==> config.mk <==
export PLATFORM = sky130hd
export DESIGN_NAME = itch_message_framer_filter_unit_flat
export DESIGN_NICKNAME = d
export VERILOG_FILES = /design/src/sv/itchf_pkg.sv /design/src/sv/itchf_if.sv /design/src/sv/itchf_framer.sv /design/src/sv/itch_message_framer_filter_unit.sv /design/src/flat_wrapper.sv
export SDC_FILE = /design/constraint.sdc
export NUM_CORES = 1
export LEC_CHECK = 0
export BUFFER_PORTS_ARGS = -buffer_cell sky130_fd_sc_hd__buf_2
export CORE_ASPECT_RATIO = 0.7
export CORE_UTILIZATION = 35
export DETAILED_ROUTE_END_ITERATION = 7
export GPL_TIMING_DRIVEN = 0
export PLACE_DENSITY = 0.51
export REMOVE_ABC_BUFFERS = 1
export SLEW_MARGIN = 30
export SYNTH_ARGS = -nofsm -noshare
export SYNTH_HDL_FRONTEND = slang
export SYNTH_SLANG_ARGS = --single-unit
==> constraint.sdc <==
create_clock -name clk -period 8 [get_ports clk]
set_input_delay 0.8 -clock clk [delete_from_list [all_inputs] [get_ports clk]]
set_output_delay 0.8 -clock clk [all_outputs]
set_load 0.01 [all_outputs]
==> src/sv/itchf_pkg.sv <==
package itchf_pkg;

    // Sizes of the filter and the framing
    localparam int LOC_SLOTS    = 4;
    localparam int TS_RANGES    = 2;
    localparam int PREFIX_BYTES = 2;
    localparam int TYPE_COUNT   = 22;

    localparam int TYPE_W   = 5;
    localparam int LEN_W    = 6;
    localparam int LOC_W    = 16;
    localparam int TS_W     = 48;
    localparam int PREFIX_W = 2;

    // APB register file
    localparam int CFG_ADDR_W = 6;
    localparam int CFG_DATA_W = 64;

    localparam logic [TYPE_COUNT-1:0] TYPE_MASK_RESET = {TYPE_COUNT{1'b1}};
    localparam logic [TS_W-1:0]       TS_MAX          = {TS_W{1'b1}};
    localparam logic [LEN_W-1:0]      UNKNOWN_LEN     = 6'd1;

    typedef enum logic [2:0] {
        REG_TYPE_MASK      = 3'd0,
        REG_LOC_COUNT      = 3'd1,
        REG_LOC_VALUES     = 3'd2,
        REG_TS_RANGE_COUNT = 3'd3,
        REG_TS_LOW_A       = 3'd4,
        REG_TS_HIGH_A      = 3'd5,
        REG_TS_LOW_B       = 3'd6,
        REG_TS_HIGH_B      = 3'd7
    } cfg_idx_t;

    // One framed message header, handed from the framer to the filter stage
    typedef struct packed {
        logic [TYPE_W-1:0] type_index;
        logic              unknown_type;
        logic [LOC_W-1:0]  locate;
        logic [TS_W-1:0]   timestamp;
        logic [LEN_W-1:0]  msg_length;
    } msg_t;

    typedef struct packed {
        logic              known;
        logic [TYPE_W-1:0] idx;
        logic [LEN_W-1:0]  len;
    } type_info_t;

    // ITCH 5.0 type byte to index and message length
    function automatic type_info_t type_lookup(input logic [7:0] code);
        type_info_t info;
        info.known = 1'b1;
        info.idx   = '0;
        info.len   = UNKNOWN_LEN;
        unique case (code)
            8'h53: begin info.idx = 5'd0;  info.len = 6'd12; end // S
            8'h52: begin info.idx = 5'd1;  info.len = 6'd39; end // R
            8'h48: begin info.idx = 5'd2;  info.len = 6'd25; end // H
            8'h59: begin info.idx = 5'd3;  info.len = 6'd20; end // Y
            8'h4C: begin info.idx = 5'd4;  info.len = 6'd26; end // L
            8'h56: begin info.idx = 5'd5;  info.len = 6'd35; end // V
            8'h57: begin info.idx = 5'd6;  info.len = 6'd12; end // W
            8'h4B: begin info.idx = 5'd7;  info.len = 6'd28; end // K
            8'h4A: begin info.idx = 5'd8;  info.len = 6'd35; end // J
            8'h68: begin info.idx = 5'd9;  info.len = 6'd21; end // h
            8'h41: begin info.idx = 5'd10; info.len = 6'd36; end // A
            8'h46: begin info.idx = 5'd11; info.len = 6'd40; end // F
            8'h45: begin info.idx = 5'd12; info.len = 6'd31; end // E
            8'h43: begin info.idx = 5'd13; info.len = 6'd36; end // C
            8'h58: begin info.idx = 5'd14; info.len = 6'd23; end // X
            8'h44: begin info.idx = 5'd15; info.len = 6'd19; end // D
            8'h55: begin info.idx = 5'd16; info.len = 6'd35; end // U
            8'h50: begin info.idx = 5'd17; info.len = 6'd44; end // P
            8'h51: begin info.idx = 5'd18; info.len = 6'd40; end // Q
            8'h42: begin info.idx = 5'd19; info.len = 6'd19; end // B
            8'h49: begin info.idx = 5'd20; info.len = 6'd50; end // I
            8'h4E: begin info.idx = 5'd21; info.len = 6'd20; end // N
            default: info.known = 1'b0;
        endcase
        return info;
    endfunction

endpackage

==> src/sv/itchf_if.sv <==
// Byte stream channel
interface itchf_byte_if;
    logic       valid;
    logic       ready;
    logic [7:0] data_byte;

    modport source (output valid, output data_byte, input ready);
    modport sink   (input valid, input data_byte, output ready);
endinterface

// Message result channel
interface itchf_msg_if;
    logic        valid;
    logic        ready;
    logic [4:0]  type_index;
    logic        unknown_type;
    logic [15:0] locate;
    logic [47:0] timestamp;
    logic [5:0]  msg_length;
    logic        keep;

    modport source (output valid, output type_index, output unknown_type, output locate,
                    output timestamp, output msg_length, output keep, input ready);
    modport sink   (input valid, input type_index, input unknown_type, input locate,
                    input timestamp, input msg_length, input keep, output ready);
endinterface

==> src/sv/itchf_framer.sv <==
module itchf_framer (
    input  logic                clk,
    input  logic                rst_n,
    itchf_byte_if.sink          byte_in,
    output logic                msg_valid,
    output itchf_pkg::msg_t     msg,
    input  logic                msg_take
);
    import itchf_pkg::*;

    logic [PREFIX_W-1:0] prefix_left_reg, prefix_left_next;
    logic [LEN_W-1:0]    byte_offset_reg, byte_offset_next;
    logic [LEN_W-1:0]    cur_length_reg, cur_length_next;
    logic [TYPE_W-1:0]   cur_type_reg, cur_type_next;
    logic [LOC_W-1:0]    loc_acc_reg, loc_acc_next;
    logic [TS_W-1:0]     ts_acc_reg, ts_acc_next;
    logic                msg_valid_reg, msg_valid_next;
    msg_t                msg_reg, msg_next;

    logic       accept;
    logic       emit;
    type_info_t info;

    assign byte_in.ready = !msg_valid_reg || msg_take;
    assign accept        = byte_in.valid && byte_in.ready;
    assign info          = type_lookup(byte_in.data_byte);

    // Framing state machine for one byte
    always_comb
    begin
        prefix_left_next = prefix_left_reg;
        byte_offset_next = byte_offset_reg;
        cur_length_next  = cur_length_reg;
        cur_type_next    = cur_type_reg;
        loc_acc_next     = loc_acc_reg;
        ts_acc_next      = ts_acc_reg;
        emit             = 1'b0;
        msg_next         = msg_reg;

        if (accept)
        begin
            if (prefix_left_reg != '0)
            begin
                prefix_left_next = prefix_left_reg - 1'b1;
            end
            else if (byte_offset_reg == '0)
            begin
                if (info.known)
                begin
                    cur_type_next    = info.idx;
                    cur_length_next  = info.len;
                    byte_offset_next = LEN_W'(1);
                end
                else
                begin
                    // unknown type: one-byte message, reported at once
                    emit                  = 1'b1;
                    msg_next.type_index   = '0;
                    msg_next.unknown_type = 1'b1;
                    msg_next.locate       = '0;
                    msg_next.timestamp    = '0;
                    msg_next.msg_length   = UNKNOWN_LEN;
                end
            end
            else
            begin
                if (byte_offset_reg == LEN_W'(1) || byte_offset_reg == LEN_W'(2))
                    loc_acc_next = {loc_acc_reg[LOC_W-9:0], byte_in.data_byte};
                if (byte_offset_reg >= LEN_W'(5) && byte_offset_reg <= LEN_W'(10))
                    ts_acc_next = {ts_acc_reg[TS_W-9:0], byte_in.data_byte};

                if (({1'b0, byte_offset_reg} + 7'd1) < {1'b0, cur_length_reg})
                begin
                    byte_offset_next = byte_offset_reg + 1'b1;
                end
                else
                begin
                    emit                  = 1'b1;
                    msg_next.type_index   = cur_type_reg;
                    msg_next.unknown_type = 1'b0;
                    msg_next.locate       = loc_acc_next;
                    msg_next.timestamp    = ts_acc_next;
                    msg_next.msg_length   = cur_length_reg;
                end
            end

            // restart framing after the last byte
            if (emit)
            begin
                prefix_left_next = PREFIX_W'(PREFIX_BYTES);
                byte_offset_next = '0;
                cur_length_next  = '0;
                cur_type_next    = '0;
                loc_acc_next     = '0;
                ts_acc_next      = '0;
            end
        end
    end

    // Output stage handshake
    always_comb
    begin
        if (emit)
            msg_valid_next = 1'b1;
        else if (msg_take)
            msg_valid_next = 1'b0;
        else
            msg_valid_next = msg_valid_reg;
    end

    always_ff @(posedge clk or negedge rst_n)
    begin
        if (!rst_n)
        begin
            prefix_left_reg <= PREFIX_W'(PREFIX_BYTES);
            byte_offset_reg <= '0;
            cur_length_reg  <= '0;
            cur_type_reg    <= '0;
            loc_acc_reg     <= '0;
            ts_acc_reg      <= '0;
            msg_valid_reg   <= 1'b0;
        end
        else
        begin
            prefix_left_reg <= prefix_left_next;
            byte_offset_reg <= byte_offset_next;
            cur_length_reg  <= cur_length_next;
            cur_type_reg    <= cur_type_next;
            loc_acc_reg     <= loc_acc_next;
            ts_acc_reg      <= ts_acc_next;
            msg_valid_reg   <= msg_valid_next;
        end
    end

    // Header payload, no reset needed
    always_ff @(posedge clk)
    begin
        if (emit)
            msg_reg <= msg_next;
    end

    assign msg_valid = msg_valid_reg;
    assign msg       = msg_reg;

endmodule

==> src/sv/itch_message_framer_filter_unit.sv <==
// ITCH 5.0 message framer and filter. Takes a framed ITCH 5.0 file one byte per
// transfer, at up to one byte every cycle, skipping the two length-prefix bytes
// ahead of each message. On the last byte of a message it reports the type index,
// locate, timestamp, length and a keep flag through the framer register, then the
// filter register; both stages hold their contents under back-pressure while still
// taking bytes as long as they have room. Filters (type mask, up to four locates,
// up to two inclusive timestamp ranges) are set through a 64-bit APB port,
// registers at 8-byte strides, and should be written only while no message is in
// flight.
module itch_message_framer_filter_unit (
    input  logic                              clk,
    input  logic                              rst_n,
    itchf_byte_if.sink                        byte_in,
    itchf_msg_if.source                       msg_out,
    input  logic                              psel,
    input  logic                              penable,
    input  logic                              pwrite,
    input  logic [itchf_pkg::CFG_ADDR_W-1:0]  paddr,
    input  logic [itchf_pkg::CFG_DATA_W-1:0]  pwdata,
    output logic [itchf_pkg::CFG_DATA_W-1:0]  prdata,
    output logic                              pready
);
    import itchf_pkg::*;

    // Configuration registers
    logic [TYPE_COUNT-1:0]      type_mask_reg;
    logic [2:0]                 loc_count_reg;
    logic [LOC_SLOTS*LOC_W-1:0] loc_values_reg;
    logic [1:0]                 ts_range_count_reg;
    logic [TS_W-1:0]            ts_low_a_reg, ts_high_a_reg, ts_low_b_reg, ts_high_b_reg;

    logic     cfg_write;
    cfg_idx_t cfg_idx;

    logic   msg_valid;
    msg_t   msg;
    logic   msg_take;

    logic   out_valid_reg, out_valid_next;
    msg_t   out_msg_reg;
    logic   out_keep_reg;

    logic   keep;
    logic   type_pass, loc_pass, ts_pass;
    logic   loc_hit;
    logic [2:0] loc_n;
    logic [1:0] ts_n;
    logic   in_a, in_b;

    itchf_framer u_framer (
        .clk       (clk),
        .rst_n     (rst_n),
        .byte_in   (byte_in),
        .msg_valid (msg_valid),
        .msg       (msg),
        .msg_take  (msg_take)
    );

    // APB register file
    assign pready    = 1'b1;
    assign cfg_write = psel && penable && pwrite;
    assign cfg_idx   = cfg_idx_t'(paddr[CFG_ADDR_W-1:3]);

    always_ff @(posedge clk or negedge rst_n)
    begin
        if (!rst_n)
        begin
            type_mask_reg      <= TYPE_MASK_RESET;
            loc_count_reg      <= '0;
            loc_values_reg     <= '0;
            ts_range_count_reg <= '0;
            ts_low_a_reg       <= '0;
            ts_high_a_reg      <= TS_MAX;
            ts_low_b_reg       <= '0;
            ts_high_b_reg      <= TS_MAX;
        end
        else if (cfg_write)
        begin
            unique case (cfg_idx)
                REG_TYPE_MASK:      type_mask_reg      <= pwdata[TYPE_COUNT-1:0];
                REG_LOC_COUNT:      loc_count_reg      <= pwdata[2:0];
                REG_LOC_VALUES:     loc_values_reg     <= pwdata[LOC_SLOTS*LOC_W-1:0];
                REG_TS_RANGE_COUNT: ts_range_count_reg <= pwdata[1:0];
                REG_TS_LOW_A:       ts_low_a_reg       <= pwdata[TS_W-1:0];
                REG_TS_HIGH_A:      ts_high_a_reg      <= pwdata[TS_W-1:0];
                REG_TS_LOW_B:       ts_low_b_reg       <= pwdata[TS_W-1:0];
                REG_TS_HIGH_B:      ts_high_b_reg      <= pwdata[TS_W-1:0];
                default: ;
            endcase
        end
    end

    // Read-back
    always_comb
    begin
        prdata = '0;
        unique case (cfg_idx)
            REG_TYPE_MASK:      prdata = CFG_DATA_W'(type_mask_reg);
            REG_LOC_COUNT:      prdata = CFG_DATA_W'(loc_count_reg);
            REG_LOC_VALUES:     prdata = CFG_DATA_W'(loc_values_reg);
            REG_TS_RANGE_COUNT: prdata = CFG_DATA_W'(ts_range_count_reg);
            REG_TS_LOW_A:       prdata = CFG_DATA_W'(ts_low_a_reg);
            REG_TS_HIGH_A:      prdata = CFG_DATA_W'(ts_high_a_reg);
            REG_TS_LOW_B:       prdata = CFG_DATA_W'(ts_low_b_reg);
            REG_TS_HIGH_B:      prdata = CFG_DATA_W'(ts_high_b_reg);
            default: ;
        endcase
    end

    // Filter decision on the framed header
    assign loc_n = (loc_count_reg > 3'(LOC_SLOTS)) ? 3'(LOC_SLOTS) : loc_count_reg;
    assign ts_n  = (ts_range_count_reg > 2'(TS_RANGES)) ? 2'(TS_RANGES) : ts_range_count_reg;

    always_comb
    begin
        loc_hit = 1'b0;
        for (int i = 0; i < LOC_SLOTS; i++)
        begin
            if (3'(i) < loc_n && loc_values_reg[i*LOC_W +: LOC_W] == msg.locate)
                loc_hit = 1'b1;
        end
    end

    assign type_pass = (msg.type_index < TYPE_W'(TYPE_COUNT)) && type_mask_reg[msg.type_index];
    assign loc_pass  = (loc_n == '0) || loc_hit;
    assign in_a      = (msg.timestamp >= ts_low_a_reg) && (msg.timestamp <= ts_high_a_reg);
    assign in_b      = (TS_RANGES >= 2) && (ts_n >= 2'd2)
                       && (msg.timestamp >= ts_low_b_reg) && (msg.timestamp <= ts_high_b_reg);
    assign ts_pass   = (ts_n == '0) || in_a || in_b;
    assign keep      = !msg.unknown_type && type_pass && loc_pass && ts_pass;

    // Result register
    assign msg_take = !out_valid_reg || msg_out.ready;

    always_comb
    begin
        if (msg_take)
            out_valid_next = msg_valid;
        else
            out_valid_next = out_valid_reg;
    end

    always_ff @(posedge clk or negedge rst_n)
    begin
        if (!rst_n)
            out_valid_reg <= 1'b0;
        else
            out_valid_reg <= out_valid_next;
    end

    always_ff @(posedge clk)
    begin
        if (msg_take && msg_valid)
        begin
            out_msg_reg  <= msg;
            out_keep_reg <= keep;
        end
    end

    assign msg_out.valid        = out_valid_reg;
    assign msg_out.type_index   = out_msg_reg.type_index;
    assign msg_out.unknown_type = out_msg_reg.unknown_type;
    assign msg_out.locate       = out_msg_reg.locate;
    assign msg_out.timestamp    = out_msg_reg.timestamp;
    assign msg_out.msg_length   = out_msg_reg.msg_length;
    assign msg_out.keep         = out_keep_reg;

endmodule

==> src/flat_wrapper.sv <==
// flat-port wrapper written by rule: the top's interface ports become plain ports
module itch_message_framer_filter_unit_flat import itchf_pkg::*;
  (clk, rst_n, psel, penable, pwrite, paddr, pwdata, prdata, pready, byte_in_valid, byte_in_data_byte, byte_in_ready, msg_out_valid, msg_out_type_index, msg_out_unknown_type, msg_out_locate, msg_out_timestamp, msg_out_msg_length, msg_out_keep, msg_out_ready);
  itchf_byte_if byte_in_i ();
  itchf_msg_if msg_out_i ();
  input  logic clk;
  input  logic rst_n;
  input  logic psel;
  input  logic penable;
  input  logic pwrite;
  input  logic [itchf_pkg::CFG_ADDR_W-1:0] paddr;
  input  logic [itchf_pkg::CFG_DATA_W-1:0] pwdata;
  output logic [itchf_pkg::CFG_DATA_W-1:0] prdata;
  output logic pready;
  input wire logic [$bits(byte_in_i.valid)-1:0] byte_in_valid;
  input wire logic [$bits(byte_in_i.data_byte)-1:0] byte_in_data_byte;
  output wire logic [$bits(byte_in_i.ready)-1:0] byte_in_ready;
  output wire logic [$bits(msg_out_i.valid)-1:0] msg_out_valid;
  output wire logic [$bits(msg_out_i.type_index)-1:0] msg_out_type_index;
  output wire logic [$bits(msg_out_i.unknown_type)-1:0] msg_out_unknown_type;
  output wire logic [$bits(msg_out_i.locate)-1:0] msg_out_locate;
  output wire logic [$bits(msg_out_i.timestamp)-1:0] msg_out_timestamp;
  output wire logic [$bits(msg_out_i.msg_length)-1:0] msg_out_msg_length;
  output wire logic [$bits(msg_out_i.keep)-1:0] msg_out_keep;
  input wire logic [$bits(msg_out_i.ready)-1:0] msg_out_ready;
  assign byte_in_i.valid = byte_in_valid;
  assign byte_in_i.data_byte = byte_in_data_byte;
  assign byte_in_ready = byte_in_i.ready;
  assign msg_out_valid = msg_out_i.valid;
  assign msg_out_type_index = msg_out_i.type_index;
  assign msg_out_unknown_type = msg_out_i.unknown_type;
  assign msg_out_locate = msg_out_i.locate;
  assign msg_out_timestamp = msg_out_i.timestamp;
  assign msg_out_msg_length = msg_out_i.msg_length;
  assign msg_out_keep = msg_out_i.keep;
  assign msg_out_i.ready = msg_out_ready;
  itch_message_framer_filter_unit u_core (.clk(clk), .rst_n(rst_n), .byte_in(byte_in_i), .msg_out(msg_out_i), .psel(psel), .penable(penable), .pwrite(pwrite), .paddr(paddr), .pwdata(pwdata), .prdata(prdata), .pready(pready));
endmodule
### Word-level counts from Yosys, hierarchy flattened

Index checks and enable logic that the tools add are counted.

| word-level totals | value |
|---|---|
| flip-flop bits (word level) | 521 |
| latch bits | 0 |
| RAM bits | 0 |
| memory bits (read-only) | 0 |
| input port bits | 85 |
| output and inout port bits | 144 |
| logic and storage cells | 181 |
| memories kept | 0 |

| operators by class | value |
|---|---|
| add/subtract/negate cells | 3 |
| $mul | 0 |
| div/mod/pow operators | 0 |
| order comparisons | 16 |
| equality and inequality tests | 40 |
| shift-type cells | 0 |
| multiplexer cells | 45 |
| bitwise operators | 1 |
| reduce and logical (&&, ||, !) cells | 49 |

Operators with widths:

| operator | count |
|---|---|
| one-hot mux 64 bit (8 select lines) | 1 |
| one-hot mux 11 bit (22 select lines) | 1 |
| 2-to-1 mux 76 bit | 3 |
| 2-to-1 mux 48 bit | 4 |
| == test 8 x 7 -> 1 bit, second input constant | 22 |
| >= comparator 48 bit | 2 |
| <= comparator 48 bit | 2 |
| == test 16 bit | 4 |
| 2-to-1 mux 16 bit | 4 |
| 2-to-1 mux 6 bit | 9 |
| OR reduction 22 bit | 1 |
| 2-to-1 mux 5 bit | 4 |
| AND reduction 2 bit | 9 |
| logical AND 1 bit | 16 |
| 2-to-1 mux 1 bit | 14 |
| == test 3 bit, second input constant | 4 |
| nonzero test 2 bit | 5 |
| AND reduction 4 bit | 2 |
| adder 6 x 1 -> 7 bit, second input constant | 1 |
| less-than comparator 7 x 6 -> 1 bit | 1 |
| adder 6 x 1 -> 6 bit, second input constant | 1 |
| == test 3 x 2 -> 1 bit, second input constant | 2 |
| == test 6 x 1 -> 1 bit, second input constant | 1 |
| == test 6 x 2 -> 1 bit, second input constant | 1 |
| other kinds (26) | 40 |

### Logic depth before layout (Yosys ltp)

Gate-level depths: netlist of run 1.

| depth | value |
|---|---|
| word-level depth | 11 |
| depth in mapped cells | 13 |
| depth with buffers taken out | 10 |

### Cells and area by module

From an unflattened synthesis of run 1, not the netlist that was laid out.

| second synthesis, totals | value |
|---|---|
| cells, all modules | 2772 |
| area total of the unflattened synthesis | 28489.8 um^2 |

Modules (own cells, without submodules):

| module | instances | cells an instance | area each (um^2) | sequential area each (um^2) |
|---|---|---|---|---|
| itch_message_framer_filter_unit | 1 | 1911 | 20367.0 | 9566.7 |
| itchf_framer | 1 | 861 | 8122.8 | 4385.5 |

### Least setup slack after synthesis of run 1

OpenSTA, ideal clock, no wires.

| timing | value |
|---|---|
| kind | reg-to-reg |
| start | reg u_core.u_framer.byte_offset_reg[0] |
| end | reg u_core.u_framer.msg_reg, in the netlist u_core.u_framer.msg[0], enable pin |
| setup time | 0.512 ns |
| arrival time | 5.298 ns |
| data required time | 7.488 ns |
| setup slack | 2.190 ns |
| stages on the path, launching flop included | 12 |
| path buffers | 2 |
| period minus slack after synthesis | 5.810 ns |
| cell sequence | dfrtp_1 ha_1 nand3_1 xnor2_1 ha_1 a21o_1 a2111oi_4 o21a_1 buf_6 or2_4 buf_6 nor2_1 |

| between the ends | value |
|---|---|
| longest elaborated chain between the ends | 8 |
| elaborated cells between the ends (all ways) | 11 |
| classes of those cells | 1 x add/sub; 1 x order compare; 2 x eq/ne; 5 x mux; 2 x reduce/logical |

Ends and longest elaborated chain:

| item | RTL line | text |
|---|---|---|
| start, declared | itchf_framer.sv:12 | `logic [LEN_W-1:0] byte_offset_reg, byte_offset_next;` |
| start signal, assigned | itchf_framer.sv:126 | `byte_offset_reg <= byte_offset_next;` |
| adder 6 x 1 -> 7 bit | itchf_framer.sv:72 | `if (({1'b0, byte_offset_reg} + 7'd1) < {1'b0, cur_length_reg})` |
| less-than comparator 7 x 6 -> 1 bit | itchf_framer.sv:72 |  |
| 2-to-1 mux 1 bit | itchf_framer.sv:72 |  |
| 2-to-1 mux 1 bit | itchf_framer.sv:46 | `else if (byte_offset_reg == '0)` |
| 2-to-1 mux 1 bit | itchf_framer.sv:42 | `if (prefix_left_reg != '0)` |
| 2-to-1 mux 1 bit (2 in series) | itchf_framer.sv:40 | `if (accept)` |
| AND reduction 5 bit (no line) * | - |  |
| end signal, assigned | itchf_framer.sv:139 | `msg_reg <= msg_next;` |
| end, declared | itchf_framer.sv:18 | `msg_t msg_reg, msg_next;` |

Mark *: on every way between the ends. The rest lies on a longest branch, timed or not. The select of a mux whose other input is x is not followed.
A chain may end at the register's enable or synchronous reset.

### Worst setup path in the final report of run 1

| timing | value |
|---|---|
| start | reg u_core.u_framer.msg_reg, in the netlist u_core.u_framer.msg[53] |
| end | reg u_core.out_keep_reg (netlist: u_core.msg_out.keep), data pin |

| between the ends | value |
|---|---|
| longest elaborated chain between the ends | 5 |
| elaborated cells between the ends (all ways) | 10 |
| classes of those cells | 4 x order compare; 6 x reduce/logical |

Ends and longest elaborated chain:

| item | RTL line | text |
|---|---|---|
| >= comparator 48 bit (tied with other cells) | itch_message_framer_filter_unit.sv:126 | `assign in_a = (msg.timestamp >= ts_low_a_reg) && (msg.timestamp <= ts_high_a_reg);` |
| logical AND 1 bit, on equally long branches | itch_message_framer_filter_unit.sv:126, itch_message_framer_filter_unit.sv:128 |  |
| logical OR 1 bit or logical AND 1 bit (tied branches) | itch_message_framer_filter_unit.sv:129, itch_message_framer_filter_unit.sv:128 |  |
| logical OR 1 bit * | itch_message_framer_filter_unit.sv:129 | `assign ts_pass = (ts_n == '0) \|\| in_a \|\| in_b;` |
| logical AND 1 bit * | itch_message_framer_filter_unit.sv:130 | `assign keep = !msg.unknown_type && type_pass && loc_pass && ts_pass;` |
| via u_core.keep | itch_message_framer_filter_unit.sv:43 | `logic keep;` |
| end signal, assigned | itch_message_framer_filter_unit.sv:156 | `out_keep_reg <= keep;` |
| end, declared | itch_message_framer_filter_unit.sv:41 | `logic out_keep_reg;` |

The timed path passes the listed nets; every way through them passes the cells marked *.

==> parameters.txt, run 1 <==
Parameter                              Value

Routing
  DRC Markers ... 0
  Vias post-DR ... 21400
  Remaining antenna violation count after routing ... 0
  Detailed Routing Iterations Pass 1 ... 5
  Detailed-route wire length ... 95.0 mm
  Number of vias per cell after detailed routing ... 5.46
  Total length of routed met2 wires ... 38.6 mm
  Average wire per standard cell ... 24.3 µm
  Met1 layer wirelength in the final routing ... 45.3 mm
  Starting DRC count in detailed routing ... 1933
  Top routing layer used ... met5
  Met3 wirelength from detailed routing ... 8.64 mm

Final layout
  Fraction of final layout cells with drive strength greater than 1 ... 0.231
  Total Nets Final ... 3101
  Max FFs per register ... 76
  Final cell count without fillers ... 3915
  Layout filler cell count ... 7446
  Layout-stage area growth over the synthesis result ... 17.9%

Die
  Placement row count ... 85
  Height of the die ... 238 µm
  Core Area ... 0.0776 mm²
  DIE WIDTH ... 339 µm
  Num ports ... 229
  Initial standard-cell utilization of the core ... 0.357
  Area of the die ... 0.0804 mm²

Synthesis
  Count of flip-flops with a built-in enable after synthesis ... 153
  Post-synth top area share ... 0.225
  Yosys reg bits ... 521
  Cell type with the largest total area after synthesis ... dfrtp_1
  Cell area after technology mapping ... 0.0277 mm²
  Synth Area per Inst ... 10.6 µm²
  Gate count of the mapped netlist ... 2620
  FFs w/ async S/R, synth ... 0.706
  Largest cells by area after synthesis ... dfrtp_1 22%, edfxtp_1 17%, dfstp_2 11%
  Share of synthesized area occupied by flip-flops and latches ... 0.503
  Leading post-synthesis cells by instance count ... 405 x nand2_1, 253 x o21ai_0, 249 x dfrtp_1
  Dominant synthesized flop cell ... dfrtp_1
  Number of library cell types mapped by synthesis ... 76
  Synthesis Warnings ... 0
  Leading cell type by number of instances after synthesis ... nand2_1

Global routing
  First-pass GRT wire length ... 140 mm
  Initial antenna violation count ... 13
  Overall track demand over capacity in global routing ... 0.234
  Via count of the first global-routing pass ... 20800
  Maximum number of pins on one net before global-route repair ... 85
  Overflow after GRT ... 0

Clock network
  Clock latency reported for the late side of the worst-skew pair ... 0.64 ns
  Cts repair resizes ... 0
  CTS H-tree depth ... 2
  Register clock-pin slew on the reported worst setup and hold paths ... 0.06 ns
  Cts bufs inserted ... 57
  Max clock buf depth ... 3
  TritonCTS clock tree ... done
  Clock tree root buffer cell ... clkbuf_16
  Hold buffer count at cts ... 0
  Number of buffers inserted to repair setup after CTS ... 0
  Clock Sink Count ... 521

Place
  Routability-driven placement congestion ratio ... 0.949
  Count of buffers from port buffering ... 224
  Placed Instances ... 3798
  HPWL Detailed ... 70.3 mm

Pwr
  Static power due to leakage ... 14.1 nW
  PD cells ... 298 mW/mm²
  IR Drop Worst-Case VDD ... 0.158 mV
  Total power draw ... 9.75 mW

Timing
  Hold Violations, Final ... 0
  Relative slew slack ... 0.359
  Slew of the pin with the lowest slew margin ... 0.952 ns
  Maximum operating frequency ... 221 MHz
  Final critical path time including I/O delays and setup ... 4.52 ns
  # setup viols final ... 0
  RSZ-0062 raised after global routing ... no
  Maximum clock skew at final layout ... 0.0194 ns
  Final clock period utilization by the worst path ... 0.565
  Slew Limit Fails ... 0

Critical path
  Data required time of the critical path ... 8.35 ns
  Arrival time of data at the critical path endpoint ... 4.87 ns
  Worst-path fanout max ... 5
  Crit Path Class ... register to register
  Type of element launching the critical path ... register
  Element type at the critical path end ... register

Outcome
  Status ... complete, no violations

Run
  Max-cap viol count ... 0

Worst hold path
  Class of the worst hold path ... input port to asynchronous set/reset pin
[report_power, final]
group / switching (mW) / internal (mW)
combinational: 1.74 / 1.14
clock: 1.16 / 1.64
sequential: 0.594 / 3.47
total: 3.49 / 6.25
[metal layers]
layer | track usage | up-vias
met5 | 0 | -
met4 | 0.0691 | 10
met3 | 0.0585 | 143
met2 | 0.324 | 846
met1 | 0.355 | 10700
li1 | - | 9702
[per-stage QoR]
stage / worst slack [ns] / utilization / TNS (ns) / hold WS (ns) / area, µm²
2_1_floorplan: 1.49 / - / 0 / 0.400 / 27100
3_3_place_gp: -5.24 / 0.380 / -1191.64 / 0.412 / 29500
3_5_place_dp: 3.59 / 0.396 / 0 / 0.412 / 30700
4_1_cts: 3.61 / 0.421 / 0 / 0.102 / 32700
5_1_grt: 3.50 / 0.421 / 0 / 0.135 / 32700
6_report: 3.48 / 0.421 / 0 / 0.112 / 32700
[cell type report]
cell class / count / area [µm²] / area share
diodes: 9 / 22.5 / 0.000688
clock buffers: 80 / 1660 / 0.0506
clock inverters: 28 / 307 / 0.00937
inverters: 215 / 807 / 0.0247
multi-input cells: 1736 / 12500 / 0.381
flip-flops and latches: 521 / 14000 / 0.426
well taps: 1044 / 1310 / 0.0399
repair buffers: 282 / 2210 / 0.0676
[cell usage in the layout, fill, tap and decap left out, drive strengths merged, types with 7 or more instances in the layout]
master and count:
a211oi 16, a21o 21, a21oi 179, a221oi 7
a22o 101, and2 23, and4 7, buf 282
clkbuf 80, clkinv 15, dfrtp 249, dfstp 119
diode 9, edfxtp 153, ha 203, inv 217
mux2 95, mux2i 32, mux4 44, nand2 408
nand2b 10, nand3 30, nand4 41, nor2 70
nor2b 14, nor3 15, nor4 17, o211ai 7
o21ai 254, o22ai 13, xnor2 51, xor2 17
[worst paths after layout]
path	end	slack [ns]	start	depth (start not counted)
max in group asynchronous	u_core.ts_high_a_reg[22]	6.63	rst_n	3
max reg2reg	u_core.msg_out.keep	3.48	u_core.u_framer.msg[53]	9
min	u_core.loc_values_reg[54]	0.11	rst_n	1
min reg2reg	u_core.msg_out.msg_length[5]	0.43	u_core.u_framer.msg[5]	0
max	u_core.msg_out.keep	3.48	u_core.u_framer.msg[53]	9
min in group clk	u_core.loc_values_reg[55]	0.40	pwdata[55]	2
[worst max-delay path, cell delays in order (launching register included)]
cell and delay (ns):
edfxtp_1 0.60, ha_1 0.40, nand4_1 0.22, nor4bb_1 0.80, nand3_1 0.50, nor4_1 0.85, o31ai_1 0.33, nand4_1 0.20
a21oi_1 0.10, o21a_1 0.24
[cell families (layout without fill, tap and decap cells)]
group                      after synthesis  count (layout)  share of synthesized area
DFF                                    521             521                      0.503
muxes                                  171             171                     0.0858
and+or+nand+nor                        653             653                      0.105
other                                    1              10                   0.000135
AOI/OAI and AO/OA                      640             640                      0.141
xor gates and xnor gates                68              68                     0.0215
buffers and inverters                  363             605                     0.0523
adders and majority gates              203             203                     0.0915
Power figures use the tool's default switching activity.
==> run 2: changes to the inputs <==
- ABC_AREA: not set -> 1
- PLACE_DENSITY: 0.51 -> 0.53
- clock period: 8 -> 3.7 ns (I/O delays scaled with it)
==> run 2 against run 1 <==
Largest power group unchanged. Critical endpoint is now u_core.u_framer.msg[9]. Power grew 140%. Cell area increased by 3.5%. Wire length is 1.2% higher. First-iteration DRC count up 14%. Register-to-register slack worse by 3.2 ns. Area after synthesis is 1.9% higher. Largest cell class unchanged. Via count is 11% higher. Combinational power grew to 2.7 times the previous value. Clock skew fell by 0.0043 ns. Synthesized cell count grew 29%.
==> parameters.txt, run 2 <==
Parameter                              Value

Timing
  Maximum clock skew at final layout ... 0.0151 ns (-0.00429 ns)
  # setup viols final ... 0 (unchanged)
  Final clock period utilization by the worst path ... 0.916 (+0.351)
  Final worst setup slack ... 0.313 ns (-3.17 ns)
  Worst hold slack across all endpoints ... 0.0385 ns (-0.0731 ns)
  RSZ-0062 raised after global routing ... no
  Final critical path time including I/O delays and setup ... 3.39 ns (-1.13 ns)
  Relative slew slack ... 0.390 (+0.0313)
  Maximum operating frequency ... 295 MHz (+33%)
  Slew Limit Fails ... 0 (unchanged)
  Slew of the pin with the lowest slew margin ... 0.914 ns (-0.0382 ns)
  Hold Violations, Final ... 0 (unchanged)

Critical path
  Element type at the critical path end ... register
  CP Cell Sequence ... nor2_1, nand3_1, inv_4, nand2_2, nand2_8, nor2_4, buf_12, buf_16, buf_16, buf_8
  Crit Path Class ... register to register
  Type of element launching the critical path ... register
  Worst-path fanout max ... 45 (+40)
  Arrival time of data at the critical path endpoint ... 3.78 ns (-1.09 ns)
  Data required time of the critical path ... 4.10 ns (-4.25 ns)
  Maximum single-stage delay on the critical path ... 0.63 ns (-0.22 ns)
  Critical-path top delay cell ... inv_4
  Most numerous cell on the critical path ... buf_16

Routing
  Detailed Routing Iterations Pass 1 ... 6 (+1)
  Number of vias per cell after detailed routing ... 5.00 (-8.5%)
  Detailed-route wire length ... 96.2 mm (+1.2%)
  Average wire per standard cell ... 20.2 µm (-17%)
  DRC Markers ... 0 (unchanged)
  Remaining antenna violation count after routing ... 0 (unchanged)
  Starting DRC count in detailed routing ... 2212 (+14%)
  Vias post-DR ... 23700 (+11%)

Clock network
  Register clock-pin slew on the reported worst setup and hold paths ... 0.06 ns (about the same)
  CTS H-tree depth ... 2 (unchanged)
  Clock latency reported for the late side of the worst-skew pair ... 0.63 ns (about the same)
  Cts bufs inserted ... 57 (unchanged)
  Max clock buf depth ... 3 (unchanged)
  Clock Sink Count ... 521 (unchanged)
  Clock tree root buffer cell ... clkbuf_16
  TritonCTS clock tree ... done
  Cts repair resizes ... 0 (unchanged)

Final layout
  Leading cell types in the layout, fill and taps excluded ... 904 x nand2_1, 452 x inv_1, 334 x nor2_1, 334 x o21ai_0, 249 x dfrtp_1
  Footprint of the multi-input gates ... 0.0121 mm² (-3.1%)
  Final instance area ... 0.0339 mm² (+3.5%)
  Total Nets Final ... 3936 (+27%)
  Layout-stage area growth over the synthesis result ... 19.8%
  Max FFs per register ... 76 (unchanged)
  Total area of sequential cells ... 0.0140 mm² (unchanged)
  Fraction of final layout cells with drive strength greater than 1 ... 0.147 (-0.0847)
  Layout filler cell count ... 7907 (+6.2%)
  Fin util ... 0.427 (+0.00567)
  Commonest non-fill, non-tap cell in the layout ... nand2_1

Place
  HPWL Detailed ... 72.2 mm (+2.7%)
  Place WS ... 0.124 ns (-3.46 ns)
  Routability-driven placement congestion ratio ... 0.878 (-7.4%)
  Count of buffers from port buffering ... 224 (unchanged)
  Placed Area ... 0.0313 mm² (+2.0%)

Die
  Area of the die ... 0.0819 mm² (+1.9%)
  Initial standard-cell utilization of the core ... 0.357 (-0.000884)
  Height of the die ... 240 µm (+0.93%)
  Core Area ... 0.0793 mm² (+2.1%)
  Placement row count ... 86 (+1.2%)
  Num ports ... 229 (unchanged)
  DIE WIDTH ... 342 µm (+0.94%)

Global routing
  Overflow after GRT ... 0 (unchanged)
  Maximum number of pins on one net before global-route repair ... 87 (+2.4%)
  Met1 track demand over resource in global routing ... 0.359 (+0.00368)
  Met2 track demand over resource in global routing ... 0.329 (+0.00527)
  Initial antenna violation count ... 5 (-8)
  Via count of the first global-routing pass ... 21900 (+5.3%)
  First-pass GRT wire length ... 142 mm (+1.8%)
  GR Util met3 ... 0.0511 (-0.00743)
  GRT busiest layer ... met1
  Overall track demand over capacity in global routing ... 0.234 (-0.000336)

Pwr
  PD cells ... 683 mW/mm² (+130%)
  Static power due to leakage ... 16.2 nW (+15%)
  Total power draw ... 23.1 mW (+140%)
  IR Drop Worst-Case VDD ... 0.340 mV (+120%)

Synthesis
  Post-synth top area share ... 0.220 (-0.00417)
  Synth Area per Inst ... 8.34 µm² (-21%)
  Leading post-synthesis cells by instance count ... 908 x nand2_1, 453 x inv_1, 339 x nor2_1
  Share of synthesized area occupied by flip-flops and latches ... 0.493 (-0.00935)
  Number of library cell types mapped by synthesis ... 48 (-37%)
  Largest cells by area after synthesis ... dfrtp_1 22%, edfxtp_1 16%, nand2_1 12%
  Dominant synthesized flop cell ... dfrtp_1
  Cell type with the largest total area after synthesis ... dfrtp_1
  Leading cell type by number of instances after synthesis ... nand2_1
  FFs w/ async S/R, synth ... 0.706 (unchanged)
  Cell area after technology mapping ... 0.0283 mm² (+1.9%)
  Yosys reg bits ... 521 (unchanged)
  Gate count of the mapped netlist ... 3390 (+29%)
  Synthesis Warnings ... 0 (unchanged)
  Count of flip-flops with a built-in enable after synthesis ... 153 (unchanged)

Worst hold path
  Class of the worst hold path ... input port to register

Outcome
  Status ... complete, no violations

Run
  Max-cap viol count ... 0 (unchanged)
[run 2: changes by cell type after synthesis, moves of 44 or more]
cell	before	now
nor2_1	68	339
inv_1	214	453
a22o_1	101	1
mux2_2	95	0
mux4_2	44	0
nand2_1	405	908
o21ai_0	253	335
[run 2: cells by family (layout without fill, tap and decap cells)]
family          count (synthesis)  in the layout  synth area share
mux                             1              1          0.000354
buf+inv                       609            916            0.0843
flops                         521            521             0.493
fa+ha+maj                     203            203            0.0898
other cells                     1              2          0.000133
xor+xnor                       29             29           0.00898
compound gates                648            648             0.131
simple gates                 1378           1378             0.192
[run 2: worst max-delay path: cells and delay by family, from the launching register on]
kind	cells	cell delay (ns)
simple gates	5	1.43
buf+inv	5	1.26
flops	1	0.43
[run 2: power by group]
group,switching (mW),internal (mW),total [mW]
Clock,2.49,3.43,5.92
Combinational,5.02,2.75,7.77
Sequential,1.53,7.92,9.44
Total,9.05,14.1,23.1
[run 2: layout make-up]
| type | instances | area share |
|---|---|---|
| multi-input combinational | 2260 | 0.356 |
| timing repair buffer | 339 | 0.0836 |
| sequential | 521 | 0.412 |
| clock buffer | 83 | 0.0508 |
| tap | 1056 | 0.0390 |
| inverter | 469 | 0.0521 |
| antenna | 1 | 0.0000739 |
| clock inverter | 25 | 0.00613 |
[run 2: worst paths after layout]
path	start	to	slack, ns	cells after the start
max	u_core.u_framer.byte_offset_reg[5]	u_core.u_framer.msg[9]	0.31	10
min	pwdata[24]	u_core.ts_high_a_reg[24]	0.04	3
max reg2reg	u_core.u_framer.byte_offset_reg[5]	u_core.u_framer.msg[9]	0.31	10
min reg2reg	u_core.u_framer.msg[5]	u_core.msg_out.msg_length[5]	0.42	0
max in group asynchronous	rst_n	u_core.ts_high_a_reg[43]	2.00	5
min in group asynchronous	rst_n	u_core.msg_out.valid	0.26	2
[run 2: layer usage]
| metal | share of wire | up-vias |
|---|---|---|
| met4 | 0.019 | 8 |
| met1 | 0.49 | 11200 |
| met3 | 0.080 | 109 |
| met5 | 0.00055 | - |
| met2 | 0.41 | 796 |
| li1 | - | 11600 |
[run 2: metrics by stage]
| stage | TNS [ns] | cells |
|---|---|---|
| 2_1_floorplan | -628.16 | 3250 |
| 3_3_place_gp | -4862.04 | 4530 |
| 3_5_place_dp | 0 | 4586 |
| 4_1_cts | 0 | 4748 |
| 5_1_grt | 0 | 4753 |
| 6_report | 0 | 4754 |
[run 2: timing repair]
item	4_1_cts	5_1_grt
hold endpoints to repair	171	0
setup endpoints to repair	0	13
hold buffers	54	0
setup buffers	0	5
==> run 3: changes to the inputs <==
- CELL_PAD_IN_SITES_DETAIL_PLACEMENT: not set -> 1
- CELL_PAD_IN_SITES_GLOBAL_PLACEMENT: not set -> 1
- PLACE_DENSITY: 0.53 -> 0.67
==> run 3 against run 2 <==
Wire length up 9.5%. Sequential power is 0.4% higher. First-iteration DRC count shrank 24%. Hold slack better by 0.0047 ns. Via count is 3.6% higher. Clock skew rose by 0.027 ns. Critical path depth shrank 1. Non-clock buffer count grew 3. Final cell count up 0.11%. Power rose by 1.1%. Critical endpoint is now u_core.u_framer.msg[42]. Largest power group unchanged.
==> parameters.txt, run 3 (synthesis results as in run 2) <==
Parameter                              Value

Outcome
  Status ... complete, no violations

Clock network
  TritonCTS clock tree ... done
  Max clock buf depth ... 3 (unchanged)
  Cts bufs inserted ... 58 (+1.8%)
  Clock tree root buffer cell ... clkbuf_16
  Register clock-pin slew on the reported worst setup and hold paths ... 0.06 ns (about the same)
  CTS H-tree depth ... 2 (unchanged)
  Clock Sink Count ... 521 (unchanged)
  Clock latency reported for the late side of the worst-skew pair ... 0.66 ns (+0.03 ns)

Timing
  Maximum operating frequency ... 295 MHz (-0.11%)
  Slew Limit Fails ... 0 (unchanged)
  Hold Violations, Final ... 0 (unchanged)
  RSZ-0062 raised after global routing ... no
  Setup TNS after final layout ... 0 ns (unchanged)
  Final critical path time including I/O delays and setup ... 3.39 ns (+0.00385 ns)
  Relative slew slack ... 0.423 (+0.0329)
  Worst hold slack across all endpoints ... 0.0432 ns (+0.00466 ns)
  Final worst setup slack ... 0.309 ns (-0.00385 ns)
  Final clock period utilization by the worst path ... 0.917 (+0.00104)
  Slew of the pin with the lowest slew margin ... 0.862 ns (-0.0524 ns)
  # setup viols final ... 0 (unchanged)
  Maximum clock skew at final layout ... 0.0418 ns (+0.0267 ns)

Final layout
  Total Nets Final ... 3940 (+0.10%)
  Commonest non-fill, non-tap cell in the layout ... nand2_1
  Layout-stage area growth over the synthesis result ... 19.9%
  Fraction of final layout cells with drive strength greater than 1 ... 0.146 (-0.000429)
  Layout filler cell count ... 9344 (+18%)
  Leading cell types in the layout, fill and taps excluded ... 904 x nand2_1, 452 x inv_1, 335 x o21ai_0
  Fin util ... 0.428 (+0.000521)
  Footprint of the multi-input gates ... 0.0121 mm² (unchanged)
  Total area of sequential cells ... 0.0140 mm² (unchanged)
  Final instance area ... 0.0339 mm² (+0.12%)
  Max FFs per register ... 76 (unchanged)

Critical path
  Critical-path top delay cell ... nor2_4
  Arrival time of data at the critical path endpoint ... 3.72 ns (-0.06 ns)
  CP Cell Sequence ... inv_1, ha_1, nand3_1, inv_4, nand2_2, nand2_8, nor2_4, buf_16, buf_16
  Data required time of the critical path ... 4.02 ns (-0.08 ns)
  Crit Path Class ... register to register
  Type of element launching the critical path ... register
  Maximum single-stage delay on the critical path ... 0.54 ns (-0.09 ns)
  Element type at the critical path end ... register
  Most numerous cell on the critical path ... buf_16
  Worst-path fanout max ... 48 (+6.7%)

Global routing
  First-pass GRT wire length ... 158 mm (+11%)
  Maximum number of pins on one net before global-route repair ... 84 (-3.4%)
  Via count of the first global-routing pass ... 24700 (+13%)
  Overall track demand over capacity in global routing ... 0.258 (+0.0237)
  Initial antenna violation count ... 10 (+5)
  Overflow after GRT ... 0 (unchanged)

Die
  DIE WIDTH ... 342 µm (unchanged)
  Height of the die ... 240 µm (unchanged)
  Area of the die ... 0.0819 mm² (unchanged)
  Initial standard-cell utilization of the core ... 0.357 (unchanged)
  Core Area ... 0.0793 mm² (unchanged)
  Num ports ... 229 (unchanged)
  Placement row count ... 86 (unchanged)

Routing
  Detailed-route wire length ... 105 mm (+9.5%)
  Remaining antenna violation count after routing ... 0 (unchanged)
  Met1 layer wirelength in the final routing ... 52.4 mm (+10%)
  Total length of routed met2 wires ... 44.5 mm (+14%)
  Top routing layer used ... met5
  Met3 wirelength from detailed routing ... 6.31 mm (-18%)
  Detailed Routing Iterations Pass 1 ... 5 (-1)
  Average wire per standard cell ... 22.1 µm (+9.4%)
  Number of vias per cell after detailed routing ... 5.17 (+3.5%)
  Starting DRC count in detailed routing ... 1685 (-24%)
  Vias post-DR ... 24600 (+3.6%)
  DRC Markers ... 0 (unchanged)

Run
  Max-cap viol count ... 0 (unchanged)

Pwr
  Static power due to leakage ... 16.2 nW (about the same)
  PD cells ... 690 mW/mm² (+0.93%)
  IR Drop Worst-Case VDD ... 0.371 mV (+9.1%)

Place
  Count of buffers from port buffering ... 224 (unchanged)
  Routability-driven placement congestion ratio ... 0.862 (-1.8%)
  HPWL Detailed ... 78.8 mm (+9.1%)
  Placed Area ... 0.0314 mm² (+0.17%)
  Place WS ... 0.250 ns (+0.126 ns)

Worst hold path
  Class of the worst hold path ... input port to register
## run 3: layout make-up
| class | count | area share |
|---|---|---|
| Sequential cell | 521 | 0.411 |
| Multi-Input combinational cell | 2260 | 0.356 |
| Timing Repair Buffer | 342 | 0.0853 |
| Inverter | 469 | 0.0521 |
| Clock buffer | 77 | 0.0476 |
| Tap cell | 1056 | 0.0390 |
| Clock inverter | 32 | 0.00852 |
| Antenna cell | 2 | 0.000148 |
## run 3: power by group
group / total, mW / internal [mW] / switching [mW]
combinational: 7.96 / 2.74 / 5.22
sequential: 9.48 / 7.92 / 1.56
clock: 5.95 / 3.35 / 2.60
total: 23.4 / 14.0 / 9.37
## run 3: timing repair
action	CTS	global route
gates resized for setup	0	0
buffers inserted	0	0
hold endpoints to repair	192	0
hold buffers	60	0
## run 3: through the flow
stage	cells	total power [mW]
2_1_floorplan	3250	13.6
3_3_place_gp	4530	16.5
3_5_place_dp	4588	17.4
4_1_cts	4757	23.6
5_1_grt	4757	24.9
6_report	4759	23.4
## run 3: worst max-delay path, delay by kind of cell, from the launching register on
kind / cells / cell delay [ns]
flip-flops: 1 / 0.48
adder cells (fa/ha/maj): 1 / 0.24
buffers and inverters: 4 / 0.84
AND/OR/NAND/NOR: 4 / 1.49
## run 3: worst paths after layout
kind	start	to	slack, ns	cells after the start
setup / recovery	u_core.u_framer.byte_offset_reg[0]	u_core.u_framer.msg[42]	0.31	9
hold / removal	pwdata[18]	u_core.type_mask_reg[18]	0.04	3
setup reg to reg	u_core.u_framer.byte_offset_reg[0]	u_core.u_framer.msg[42]	0.31	9
hold reg to reg	u_core.u_framer.msg[4]	u_core.msg_out.msg_length[4]	0.42	0
max in group asynchronous	rst_n	u_core.u_framer.prefix_left_reg[1]	2.01	5
min in group asynchronous	rst_n	u_core.ts_low_b_reg[41]	0.20	2
## run 3: per-layer routing
layer | vias up | global-route usage
met2 | 704 | 0.385
met3 | 136 | 0.0356
met1 | 12100 | 0.390
met4 | 12 | 0.0576
li1 | 11600 | -
met5 | - | 0
